File: src/rtl/gcm_pkg.sv
// Shared constants, types and helpers for the greedy coin change block.
// No dependencies; every other file refers to it by scoped names.
package gcm_pkg;

  // Sizing
  localparam int NUM_SLOTS    = 8;   // slots taking part in the search (1..8)
  localparam int AMOUNT_WIDTH = 16;  // width of the working amount (8..32)
  localparam int SLOT_REGS    = 8;   // denomination registers held
  localparam int COIN_W       = 16;
  localparam int FIELD_W      = 16;
  localparam int CFG_IDX_W    = 4;
  localparam int SLOT_IDX_W   = $clog2(SLOT_REGS);
  localparam int DIV_CNT_W    = $clog2(AMOUNT_WIDTH + 1);
  localparam int REM_W        = COIN_W + 1;
  localparam int SAT_W        = AMOUNT_WIDTH + FIELD_W;

  typedef logic [COIN_W-1:0]       coin_t;
  typedef coin_t [SLOT_REGS-1:0]   coin_arr_t;
  typedef logic [AMOUNT_WIDTH-1:0] amount_t;
  typedef logic [FIELD_W-1:0]      field_t;
  typedef logic [SLOT_IDX_W-1:0]   slot_idx_t;
  typedef logic [CFG_IDX_W-1:0]    cfg_idx_t;

  localparam field_t FIELD_MAX = '1;

  // Denominations after reset, slot 0 first
  localparam coin_t COIN_RESET [SLOT_REGS] = '{
    16'd1, 16'd2, 16'd5, 16'd10, 16'd20, 16'd50, 16'd100, 16'd200
  };

  // Divider handshake status
  typedef struct packed {
    logic busy;
    logic done;
  } div_status_t;

  // Clamp a working-width value to an output field
  function automatic field_t sat_field(amount_t v);
    logic [SAT_W-1:0] wide;
    wide = SAT_W'(v);
    if (wide > SAT_W'(FIELD_MAX)) begin
      return FIELD_MAX;
    end
    return FIELD_W'(v);
  endfunction

endpackage

File: src/rtl/gcm_in_if.sv
// Request channel: one beat carries the target amount.
// Depends on gcm_pkg.
interface gcm_in_if;
  logic                      valid;
  logic                      ready;
  logic [gcm_pkg::FIELD_W-1:0] target_amount;

  modport source (output valid, output target_amount, input ready);
  modport sink   (input valid, input target_amount, output ready);
endinterface

File: src/rtl/gcm_out_if.sv
// Result channel: per-slot coin counts, total, leftover and impossible flag.
// Depends on gcm_pkg.
interface gcm_out_if;
  logic                        valid;
  logic                        ready;
  logic [gcm_pkg::FIELD_W-1:0] count_slot_0;
  logic [gcm_pkg::FIELD_W-1:0] count_slot_1;
  logic [gcm_pkg::FIELD_W-1:0] count_slot_2;
  logic [gcm_pkg::FIELD_W-1:0] count_slot_3;
  logic [gcm_pkg::FIELD_W-1:0] count_slot_4;
  logic [gcm_pkg::FIELD_W-1:0] count_slot_5;
  logic [gcm_pkg::FIELD_W-1:0] count_slot_6;
  logic [gcm_pkg::FIELD_W-1:0] count_slot_7;
  logic [gcm_pkg::FIELD_W-1:0] total_coins;
  logic [gcm_pkg::FIELD_W-1:0] leftover_amount;
  logic                        impossible;

  modport source (
    output valid, input ready,
    output count_slot_0, output count_slot_1, output count_slot_2, output count_slot_3,
    output count_slot_4, output count_slot_5, output count_slot_6, output count_slot_7,
    output total_coins, output leftover_amount, output impossible
  );
  modport sink (
    input valid, output ready,
    input count_slot_0, input count_slot_1, input count_slot_2, input count_slot_3,
    input count_slot_4, input count_slot_5, input count_slot_6, input count_slot_7,
    input total_coins, input leftover_amount, input impossible
  );
endinterface

File: src/rtl/gcm_cfg_if.sv
// Configuration write channel: register index and write data.
// Depends on gcm_pkg.
interface gcm_cfg_if;
  logic                          valid;
  logic                          ready;
  logic [gcm_pkg::CFG_IDX_W-1:0] index;
  logic [gcm_pkg::COIN_W-1:0]    data;

  modport source (output valid, output index, output data, input ready);
  modport sink   (input valid, input index, input data, output ready);
endinterface

File: src/rtl/gcm_coin_regs.sv
// Denomination register file, written through the configuration channel.
// Depends on gcm_pkg and gcm_cfg_if.
module gcm_coin_regs (
  input  logic               clk,
  input  logic               rst_n,
  gcm_cfg_if.sink            cfg,
  output gcm_pkg::coin_arr_t coin_o
);

  gcm_pkg::coin_arr_t coin_r;
  logic               wr_en;

  // Always able to take a write beat; out-of-range indexes are dropped
  assign cfg.ready = 1'b1;
  assign wr_en     = cfg.valid && cfg.ready &&
                     (cfg.index < gcm_pkg::CFG_IDX_W'(gcm_pkg::SLOT_REGS));

  always_ff @(posedge clk) begin
    if (!rst_n) begin
      for (int i = 0; i < gcm_pkg::SLOT_REGS; i++) begin
        coin_r[i] <= gcm_pkg::COIN_RESET[i];
      end
    end else if (wr_en) begin
      coin_r[cfg.index[gcm_pkg::SLOT_IDX_W-1:0]] <= cfg.data;
    end
  end

  assign coin_o = coin_r;

endmodule

File: src/rtl/gcm_pick.sv
// Picks the largest unvisited, non-zero denomination; lowest slot wins ties.
// Depends on gcm_pkg.
module gcm_pick (
  input  gcm_pkg::coin_arr_t          coin_i,
  input  logic [gcm_pkg::SLOT_REGS-1:0] visited_i,
  output logic                        found_o,
  output gcm_pkg::slot_idx_t          idx_o
);

  gcm_pkg::coin_t best_val;

  // Running maximum over the slots; strict compare keeps the lower slot
  always_comb begin
    found_o  = 1'b0;
    idx_o    = '0;
    best_val = '0;
    for (int i = 0; i < gcm_pkg::SLOT_REGS; i++) begin
      if ((i < gcm_pkg::NUM_SLOTS) && !visited_i[i] && (coin_i[i] != '0) &&
          (!found_o || (coin_i[i] > best_val))) begin
        found_o  = 1'b1;
        idx_o    = gcm_pkg::SLOT_IDX_W'(i);
        best_val = coin_i[i];
      end
    end
  end

endmodule

File: src/rtl/gcm_divider.sv
// Restoring divider, one quotient bit per cycle: amount / denomination.
// Depends on gcm_pkg.
module gcm_divider (
  input  logic                 clk,
  input  logic                 rst_n,
  input  logic                 start_i,
  input  gcm_pkg::amount_t     dividend_i,
  input  gcm_pkg::coin_t       divisor_i,
  output gcm_pkg::amount_t     quotient_o,
  output gcm_pkg::amount_t     remainder_o,
  output gcm_pkg::div_status_t status_o
);

  logic                            busy_r;
  logic [gcm_pkg::DIV_CNT_W-1:0]   cnt_r;
  gcm_pkg::amount_t                quo_r;
  logic [gcm_pkg::REM_W-1:0]       rem_r;
  gcm_pkg::coin_t                  divisor_r;

  logic [gcm_pkg::REM_W-1:0]       rem_shift;
  logic [gcm_pkg::REM_W-1:0]       div_ext;
  logic                            ge;
  logic                            step;

  // One shift-compare-subtract step
  assign rem_shift = {rem_r[gcm_pkg::COIN_W-1:0], quo_r[gcm_pkg::AMOUNT_WIDTH-1]};
  assign div_ext   = {1'b0, divisor_r};
  assign ge        = (rem_shift >= div_ext);
  assign step      = busy_r && (cnt_r != '0);

  // Control: count the steps down, done on the cycle after the last one
  always_ff @(posedge clk) begin
    if (!rst_n) begin
      busy_r <= 1'b0;
      cnt_r  <= '0;
    end else if (start_i) begin
      busy_r <= 1'b1;
      cnt_r  <= gcm_pkg::DIV_CNT_W'(gcm_pkg::AMOUNT_WIDTH);
    end else if (busy_r) begin
      if (cnt_r == '0) begin
        busy_r <= 1'b0;
      end else begin
        cnt_r <= cnt_r - 1'b1;
      end
    end
  end

  // Datapath: dividend shifts out at the top, quotient bits enter at the bottom
  always_ff @(posedge clk) begin
    if (start_i) begin
      quo_r     <= dividend_i;
      rem_r     <= '0;
      divisor_r <= divisor_i;
    end else if (step) begin
      quo_r <= {quo_r[gcm_pkg::AMOUNT_WIDTH-2:0], ge};
      rem_r <= ge ? (rem_shift - div_ext) : rem_shift;
    end
  end

  assign quotient_o    = quo_r;
  assign remainder_o   = gcm_pkg::AMOUNT_WIDTH'(rem_r);
  assign status_o.busy = busy_r;
  assign status_o.done = busy_r && (cnt_r == '0);

endmodule

File: src/rtl/greedy_change_maker_core.sv
// Greedy coin change top level: sequencer, working registers, result register.
// Each request beat is split by picking the largest unvisited non-zero slot and dividing,
// one pass per non-zero slot on the shared bit-serial divider; the result register is then loaded.
// A new request is taken only in idle, after the previous result has been loaded.
// Synchronous active-low reset: denominations return to 1,2,5,10,20,50,100,200,
// sequencer idles and no result is held.
module greedy_change_maker_core (
  input  logic       clk,
  input  logic       rst_n,
  gcm_in_if.sink     in_ch,
  gcm_out_if.source  out_ch,
  gcm_cfg_if.sink    cfg_ch
);

  typedef enum logic [3:0] {
    S_IDLE  = 4'b0001,
    S_PICK  = 4'b0010,
    S_DIV   = 4'b0100,
    S_WRITE = 4'b1000
  } seq_state_t;

  seq_state_t                      state_r, state_nxt;
  logic [gcm_pkg::SLOT_REGS-1:0]   visited_r;
  gcm_pkg::slot_idx_t              best_idx_r;
  gcm_pkg::amount_t                remaining_r;
  gcm_pkg::amount_t                total_r;
  gcm_pkg::amount_t                count_r [gcm_pkg::SLOT_REGS];

  logic                            out_valid_r, out_valid_nxt;
  gcm_pkg::field_t                 out_count_r [gcm_pkg::SLOT_REGS];
  gcm_pkg::field_t                 out_total_r;
  gcm_pkg::field_t                 out_left_r;
  logic                            out_imp_r;

  gcm_pkg::coin_arr_t              coin;
  logic                            pick_found;
  gcm_pkg::slot_idx_t              pick_idx;
  logic                            div_start;
  gcm_pkg::amount_t                div_quo;
  gcm_pkg::amount_t                div_rem;
  gcm_pkg::div_status_t            div_st;

  logic                            in_accept;
  logic                            commit;
  logic                            out_free;
  logic                            out_load;

  // Denomination registers
  gcm_coin_regs u_regs (
    .clk    (clk),
    .rst_n  (rst_n),
    .cfg    (cfg_ch),
    .coin_o (coin)
  );

  // Next slot to visit
  gcm_pick u_pick (
    .coin_i    (coin),
    .visited_i (visited_r),
    .found_o   (pick_found),
    .idx_o     (pick_idx)
  );

  // Shared divider
  gcm_divider u_div (
    .clk         (clk),
    .rst_n       (rst_n),
    .start_i     (div_start),
    .dividend_i  (remaining_r),
    .divisor_i   (coin[pick_idx]),
    .quotient_o  (div_quo),
    .remainder_o (div_rem),
    .status_o    (div_st)
  );

  // Handshake terms
  assign in_ch.ready = (state_r == S_IDLE);
  assign in_accept   = in_ch.valid && in_ch.ready;
  assign div_start   = (state_r == S_PICK) && pick_found;
  assign commit      = (state_r == S_DIV) && div_st.done;
  assign out_free    = !out_valid_r || out_ch.ready;
  assign out_load    = (state_r == S_WRITE) && out_free;

  // Sequencer
  always_comb begin
    state_nxt = state_r;
    case (state_r)
      S_IDLE:  if (in_accept) state_nxt = S_PICK;
      S_PICK:  state_nxt = pick_found ? S_DIV : S_WRITE;
      S_DIV:   if (div_st.done) state_nxt = S_PICK;
      S_WRITE: if (out_free) state_nxt = S_IDLE;
      default: state_nxt = S_IDLE;
    endcase
  end

  // Result register keeps its beat until taken
  always_comb begin
    out_valid_nxt = out_valid_r;
    if (out_load) begin
      out_valid_nxt = 1'b1;
    end else if (out_ch.ready) begin
      out_valid_nxt = 1'b0;
    end
  end

  // Control state
  always_ff @(posedge clk) begin
    if (!rst_n) begin
      state_r     <= S_IDLE;
      visited_r   <= '0;
      out_valid_r <= 1'b0;
    end else begin
      state_r     <= state_nxt;
      out_valid_r <= out_valid_nxt;
      if (in_accept) begin
        visited_r <= '0;
      end else if (commit) begin
        visited_r[best_idx_r] <= 1'b1;
      end
    end
  end

  // Working registers: amount left, running total, per-slot counts
  always_ff @(posedge clk) begin
    if (in_accept) begin
      remaining_r <= gcm_pkg::AMOUNT_WIDTH'(in_ch.target_amount);
      total_r     <= '0;
      for (int i = 0; i < gcm_pkg::SLOT_REGS; i++) begin
        count_r[i] <= '0;
      end
    end else if (commit) begin
      remaining_r         <= div_rem;
      total_r             <= total_r + div_quo;
      count_r[best_idx_r] <= div_quo;
    end
    if (div_start) begin
      best_idx_r <= pick_idx;
    end
  end

  // Result payload
  always_ff @(posedge clk) begin
    if (out_load) begin
      for (int i = 0; i < gcm_pkg::SLOT_REGS; i++) begin
        out_count_r[i] <= gcm_pkg::sat_field(count_r[i]);
      end
      out_total_r <= gcm_pkg::sat_field(total_r);
      out_left_r  <= gcm_pkg::FIELD_W'(remaining_r);
      out_imp_r   <= (remaining_r != '0);
    end
  end

  assign out_ch.valid           = out_valid_r;
  assign out_ch.count_slot_0    = out_count_r[0];
  assign out_ch.count_slot_1    = out_count_r[1];
  assign out_ch.count_slot_2    = out_count_r[2];
  assign out_ch.count_slot_3    = out_count_r[3];
  assign out_ch.count_slot_4    = out_count_r[4];
  assign out_ch.count_slot_5    = out_count_r[5];
  assign out_ch.count_slot_6    = out_count_r[6];
  assign out_ch.count_slot_7    = out_count_r[7];
  assign out_ch.total_coins     = out_total_r;
  assign out_ch.leftover_amount = out_left_r;
  assign out_ch.impossible      = out_imp_r;

`ifndef SYNTH
  // Divider finishes only while the sequencer waits on it
  a_done_in_div: assert property (@(posedge clk) disable iff (!rst_n)
    div_st.done |-> (state_r == S_DIV))
    else $error("divider done outside division state");

  // Each committed pass marks exactly one new slot
  a_visit_one: assert property (@(posedge clk) disable iff (!rst_n)
    commit |=> ($countones(visited_r) == $past($countones(visited_r)) + 1))
    else $error("visited set did not grow by one");

  // Amount left never grows over a pass
  a_rem_shrinks: assert property (@(posedge clk) disable iff (!rst_n)
    commit |=> (remaining_r <= $past(remaining_r)))
    else $error("remaining amount increased");

  // A new request starts from a clean slate
  a_fresh_start: assert property (@(posedge clk) disable iff (!rst_n)
    in_accept |=> ((total_r == '0) && (visited_r == '0)))
    else $error("working state not cleared on request");

  // The picker never returns a slot already visited
  a_no_revisit: assert property (@(posedge clk) disable iff (!rst_n)
    div_start |-> !visited_r[pick_idx])
    else $error("slot visited twice");
`endif

endmodule

File: src/flat_wrapper.sv
// flat-port wrapper written by rule: the top's interface ports become plain ports
module greedy_change_maker_core_flat 
  (clk, rst_n, in_ch_valid, in_ch_target_amount, in_ch_ready, out_ch_valid, out_ch_ready, out_ch_count_slot_0, out_ch_count_slot_1, out_ch_count_slot_2, out_ch_count_slot_3, out_ch_count_slot_4, out_ch_count_slot_5, out_ch_count_slot_6, out_ch_count_slot_7, out_ch_total_coins, out_ch_leftover_amount, out_ch_impossible, cfg_ch_valid, cfg_ch_index, cfg_ch_data, cfg_ch_ready);
  gcm_in_if in_ch_i ();
  gcm_out_if out_ch_i ();
  gcm_cfg_if cfg_ch_i ();
  input  logic clk;
  input  logic rst_n;
  input wire logic [$bits(in_ch_i.valid)-1:0] in_ch_valid;
  input wire logic [$bits(in_ch_i.target_amount)-1:0] in_ch_target_amount;
  output wire logic [$bits(in_ch_i.ready)-1:0] in_ch_ready;
  output wire logic [$bits(out_ch_i.valid)-1:0] out_ch_valid;
  input wire logic [$bits(out_ch_i.ready)-1:0] out_ch_ready;
  output wire logic [$bits(out_ch_i.count_slot_0)-1:0] out_ch_count_slot_0;
  output wire logic [$bits(out_ch_i.count_slot_1)-1:0] out_ch_count_slot_1;
  output wire logic [$bits(out_ch_i.count_slot_2)-1:0] out_ch_count_slot_2;
  output wire logic [$bits(out_ch_i.count_slot_3)-1:0] out_ch_count_slot_3;
  output wire logic [$bits(out_ch_i.count_slot_4)-1:0] out_ch_count_slot_4;
  output wire logic [$bits(out_ch_i.count_slot_5)-1:0] out_ch_count_slot_5;
  output wire logic [$bits(out_ch_i.count_slot_6)-1:0] out_ch_count_slot_6;
  output wire logic [$bits(out_ch_i.count_slot_7)-1:0] out_ch_count_slot_7;
  output wire logic [$bits(out_ch_i.total_coins)-1:0] out_ch_total_coins;
  output wire logic [$bits(out_ch_i.leftover_amount)-1:0] out_ch_leftover_amount;
  output wire logic [$bits(out_ch_i.impossible)-1:0] out_ch_impossible;
  input wire logic [$bits(cfg_ch_i.valid)-1:0] cfg_ch_valid;
  input wire logic [$bits(cfg_ch_i.index)-1:0] cfg_ch_index;
  input wire logic [$bits(cfg_ch_i.data)-1:0] cfg_ch_data;
  output wire logic [$bits(cfg_ch_i.ready)-1:0] cfg_ch_ready;
  assign in_ch_i.valid = in_ch_valid;
  assign in_ch_i.target_amount = in_ch_target_amount;
  assign in_ch_ready = in_ch_i.ready;
  assign out_ch_valid = out_ch_i.valid;
  assign out_ch_i.ready = out_ch_ready;
  assign out_ch_count_slot_0 = out_ch_i.count_slot_0;
  assign out_ch_count_slot_1 = out_ch_i.count_slot_1;
  assign out_ch_count_slot_2 = out_ch_i.count_slot_2;
  assign out_ch_count_slot_3 = out_ch_i.count_slot_3;
  assign out_ch_count_slot_4 = out_ch_i.count_slot_4;
  assign out_ch_count_slot_5 = out_ch_i.count_slot_5;
  assign out_ch_count_slot_6 = out_ch_i.count_slot_6;
  assign out_ch_count_slot_7 = out_ch_i.count_slot_7;
  assign out_ch_total_coins = out_ch_i.total_coins;
  assign out_ch_leftover_amount = out_ch_i.leftover_amount;
  assign out_ch_impossible = out_ch_i.impossible;
  assign cfg_ch_i.valid = cfg_ch_valid;
  assign cfg_ch_i.index = cfg_ch_index;
  assign cfg_ch_i.data = cfg_ch_data;
  assign cfg_ch_ready = cfg_ch_i.ready;
  greedy_change_maker_core u_core (.clk(clk), .rst_n(rst_n), .in_ch(in_ch_i), .out_ch(out_ch_i), .cfg_ch(cfg_ch_i));
endmodule
File: config.mk
export PLATFORM = sky130hd
export DESIGN_NAME = greedy_change_maker_core_flat
export DESIGN_NICKNAME = d
export VERILOG_FILES = /design/src/rtl/gcm_pkg.sv /design/src/rtl/gcm_in_if.sv /design/src/rtl/gcm_out_if.sv /design/src/rtl/gcm_cfg_if.sv /design/src/rtl/gcm_coin_regs.sv /design/src/rtl/gcm_pick.sv /design/src/rtl/gcm_divider.sv /design/src/rtl/greedy_change_maker_core.sv /design/src/flat_wrapper.sv
export SDC_FILE = /design/constraint.sdc
export NUM_CORES = 1
export LEC_CHECK = 0
export ABC_AREA = 1
export BUFFER_PORTS_ARGS = -buffer_cell sky130_fd_sc_hd__buf_2
export CAP_MARGIN = 20
export CORE_ASPECT_RATIO = 0.5
export CORE_MARGIN = 2
export CORE_UTILIZATION = 30
export CTS_CLUSTER_SIZE = 16
export DETAILED_ROUTE_END_ITERATION = 6
export GPL_TIMING_DRIVEN = 0
export MAX_ROUTING_LAYER = met4
export SLEW_MARGIN = 20
export SYNTH_ARGS = -nofsm -noshare
export SYNTH_HDL_FRONTEND = slang
export SYNTH_SLANG_ARGS = --single-unit
export TNS_END_PERCENT = 20
File: constraint.sdc
create_clock -name clk -period 24.3 [get_ports clk]
set_clock_uncertainty 0.2 [all_clocks]
set_input_delay 3.645 -clock clk [delete_from_list [all_inputs] [get_ports clk]]
set_output_delay 3.645 -clock clk [all_outputs]
set_load 0.005 [all_outputs]
==> flow_summary.yaml <==
place:
  hpwl_um: 63000
  gp_congestion: 0.966
  io_buffers: 202
  place_area_um2: 27500
  place_ws_ns: 9.13
  placed_cells: 4051
final_layout:
  layout_common_cells: "nand2_1, edfxtp_1, buf_2"
  syn_to_final_growth_pct: 17.2
  layout.cells.non_filler: 4148
  fin_nets: 3191
  fin_area_um2: 29300
  mostFrequentLayoutCell: "nand2_1"
  drive_gt1_share_pct: 14.4
  fin_util_pct: 35.7
yosys:
  synth_warnings: 0
  syn_avg_cell_area_um2: 9.18
  synthFlopType: "edfxtp_1"
  ys_types: 53
  yosysSeqAreaShare_pct: 55.2
  synth_xor_area_share_pct: 0.806
  netlist_area_um2: 25000
  synthCells: 2722
  syn_nets: 2910
  synth_fa_ha_area_share_pct: 7.42
  synth_top_family_by_area: "simple AND/OR/NAND/NOR gates"
  synth_compound_area_share_pct: 10.8
  synth_enable_flop_cells: 340
  synthArstFlopShare_pct: 0
  synth-simple-area-share_pct: 18.9
  muxShareOfSynthArea_pct: 0
  synth-seq-cells: 519
detailed_routing:
  via_per_inst: 4.92
  routed_wl_um: 83600
  drt_iter0_drc: 1852
  detail-route-antenna-nets: 0
  firstDrtPassIters: 6
  drc: 0
  wl_per_cell_um: 20.1
  via_count: 20400
critical_path:
  worstPathRequired_ns: 24.45
  critPathSlowestCell: "buf_1"
  endpoint_kind: "flop"
  r2r_cells: 97
  cp.arrival_ns: 15.68
  critPathMostFrequentCell: "nand2_1"
  crit_path_start_kind: "flop"
  slowest_delay_ns: 0.44
  critPathKind: "reg2reg"
  cp_max_fo: 10
clock_network:
  numCtsBuffers: 52
  ctsResizeCount: 0
  cts_tree: "done"
  ctsHoldBuffers: 0
  post_cts_buffers: 0
  h-tree-depth: 2
  cts-root-buf: "clkbuf_16"
  cts_num_sinks: 519
  clockBufferDepth: 3
  clk_pin_slew_worst_paths_ns: 0.07
  clk_latency_ns: 0.65
timing:
  setup_tns_ns: 0
  slew_headroom_pct: 26.0
  final-hold-violation-count: 0
  fin_crit_sh_pct: 63.9
  slew_violations: 0
  worst_pin_slew_ns: 1.11
  rsz0062_at_grt: "no"
  holdWs_ns: 0.216
  setup_viol: 0
  setup_ws_ns: 8.77
  fmax_mhz: 64.4
  fin_crit_ns: 15.53
hold_path:
  holdPathStages: 0
  hp-class: "reg2reg"
die:
  row_count: 74
  start_util_pct: 30.5
  die-height_um: 208
  io_pins: 205
  die_w_um: 412
  die_area_um2: 85800
  core_um2: 82000
global_route:
  grt_pass1_wl_um: 122000
  grt_use_total_pct: 19.6
  grt_max_degree: 29
  overflow: 0
  antenna_found_initial: 5
  grt_pass1_vias: 19700
run:
  cap_violations: 0
outcome:
  status: "finished clean"
power:
  total_power_mw: 3.45
  ir_drop_mv: 0.0948
  power_density_nw_per_um2: 118
  leakage_nw: 12.4
[routing by layer]
metal	vias to the layer above	GRT usage [%]	share of wire, %
met2	665	31.4	47
met1	9791	24.2	42
met3	170	3.78	6.6
li1	9792	-	-
met5	-	-	0
met4	0	7.78	3.9
[worst max-delay path: cells and delay by family, from the launching register on]
family	cells	cell delay, ns
and+or+nand+nor	59	6.65
buffers and inverters	18	3.85
adders and majority gates	7	2.01
AOI/OAI and AO/OA	13	2.12
DFF	1	0.36
[cell type report]
class	count	area, um^2
buffer	103	552
timing repair buffer	227	1150
inverter	309	1160
fill	8384	52700
tap	1102	1380
clock buffer	65	1360
sequential	519	13800
multi-input combinational	1791	9490
antenna	3	7.51
clock inverter	29	393
[cells in the mapped netlist (all sizes together) (3+ instances only)]
library cell	n	area, um^2
clkinv	22	82.6
xor2	15	131
or2	3	18.8
a21boi	3	22.5
o21a	7	52.6
o21ai	236	1240
nor3	17	90.1
clkbuf	50	188
ha	145	1810
edfxtp	340	10200
nand4	37	238
nor4	14	87.6
a21oi	227	1140
and2	17	106
a31oi	8	50.1
xnor2	8	70.1
nand2	612	2330
nor2	205	797
inv	287	1080
buf	53	364
o211ai	14	105
dfxtp	179	3580
nand3	206	1040
[logic make-up after synthesis]
kind of cell | count (synthesis)
and+or+nand+nor | 1113
adders and majority gates | 147
DFF | 519
xor gates and xnor gates | 23
buffers and inverters | 412
other | 1
AOI/OAI and AO/OA | 507
[report_power, final]
group	total [mW]	internal, mW	switching (mW)
clock	0.844	0.476	0.369
sequential	1.04	1.02	0.0237
combinational	1.57	0.502	1.07
[sequential cells by signal, indices dropped and copies added, names as in the netlist]
| register | count |
|---|---|
| u_core.u_regs.coin_o | 128 |
| u_core.best_idx_r | 3 |
| u_core.u_div.divisor_r | 16 |
| u_core.out_ch.leftover_amount | 16 |
| u_core.state_r | 4 |
| u_core.u_div.cnt_r | 5 |
| u_core.count_r | 128 |
| u_core.out_ch.valid | 1 |
| u_core.out_count_r | 128 |
| u_core.u_div.quotient_o | 16 |
| u_core.u_div.rem_r | 16 |
| u_core.total_r | 16 |
| u_core.visited_r | 8 |
| u_core.out_ch.impossible | 1 |
| u_core.remaining_r | 16 |
| u_core.u_div.busy_r | 1 |
| u_core.out_ch.total_coins | 16 |
[worst paths after layout]
kind,from,endpoint,slack [ns]
worst max-delay path,u_core.u_regs.coin_o[8],u_core.u_div.divisor_r[9],8.77
worst max register to register,u_core.u_regs.coin_o[8],u_core.u_div.divisor_r[9],8.77
worst min register to register,u_core.count_r[3][10],u_core.out_count_r[0][58],0.22
worst min-delay path,u_core.count_r[3][10],u_core.out_count_r[0][58],0.22
Power figures use the tool's default switching activity.
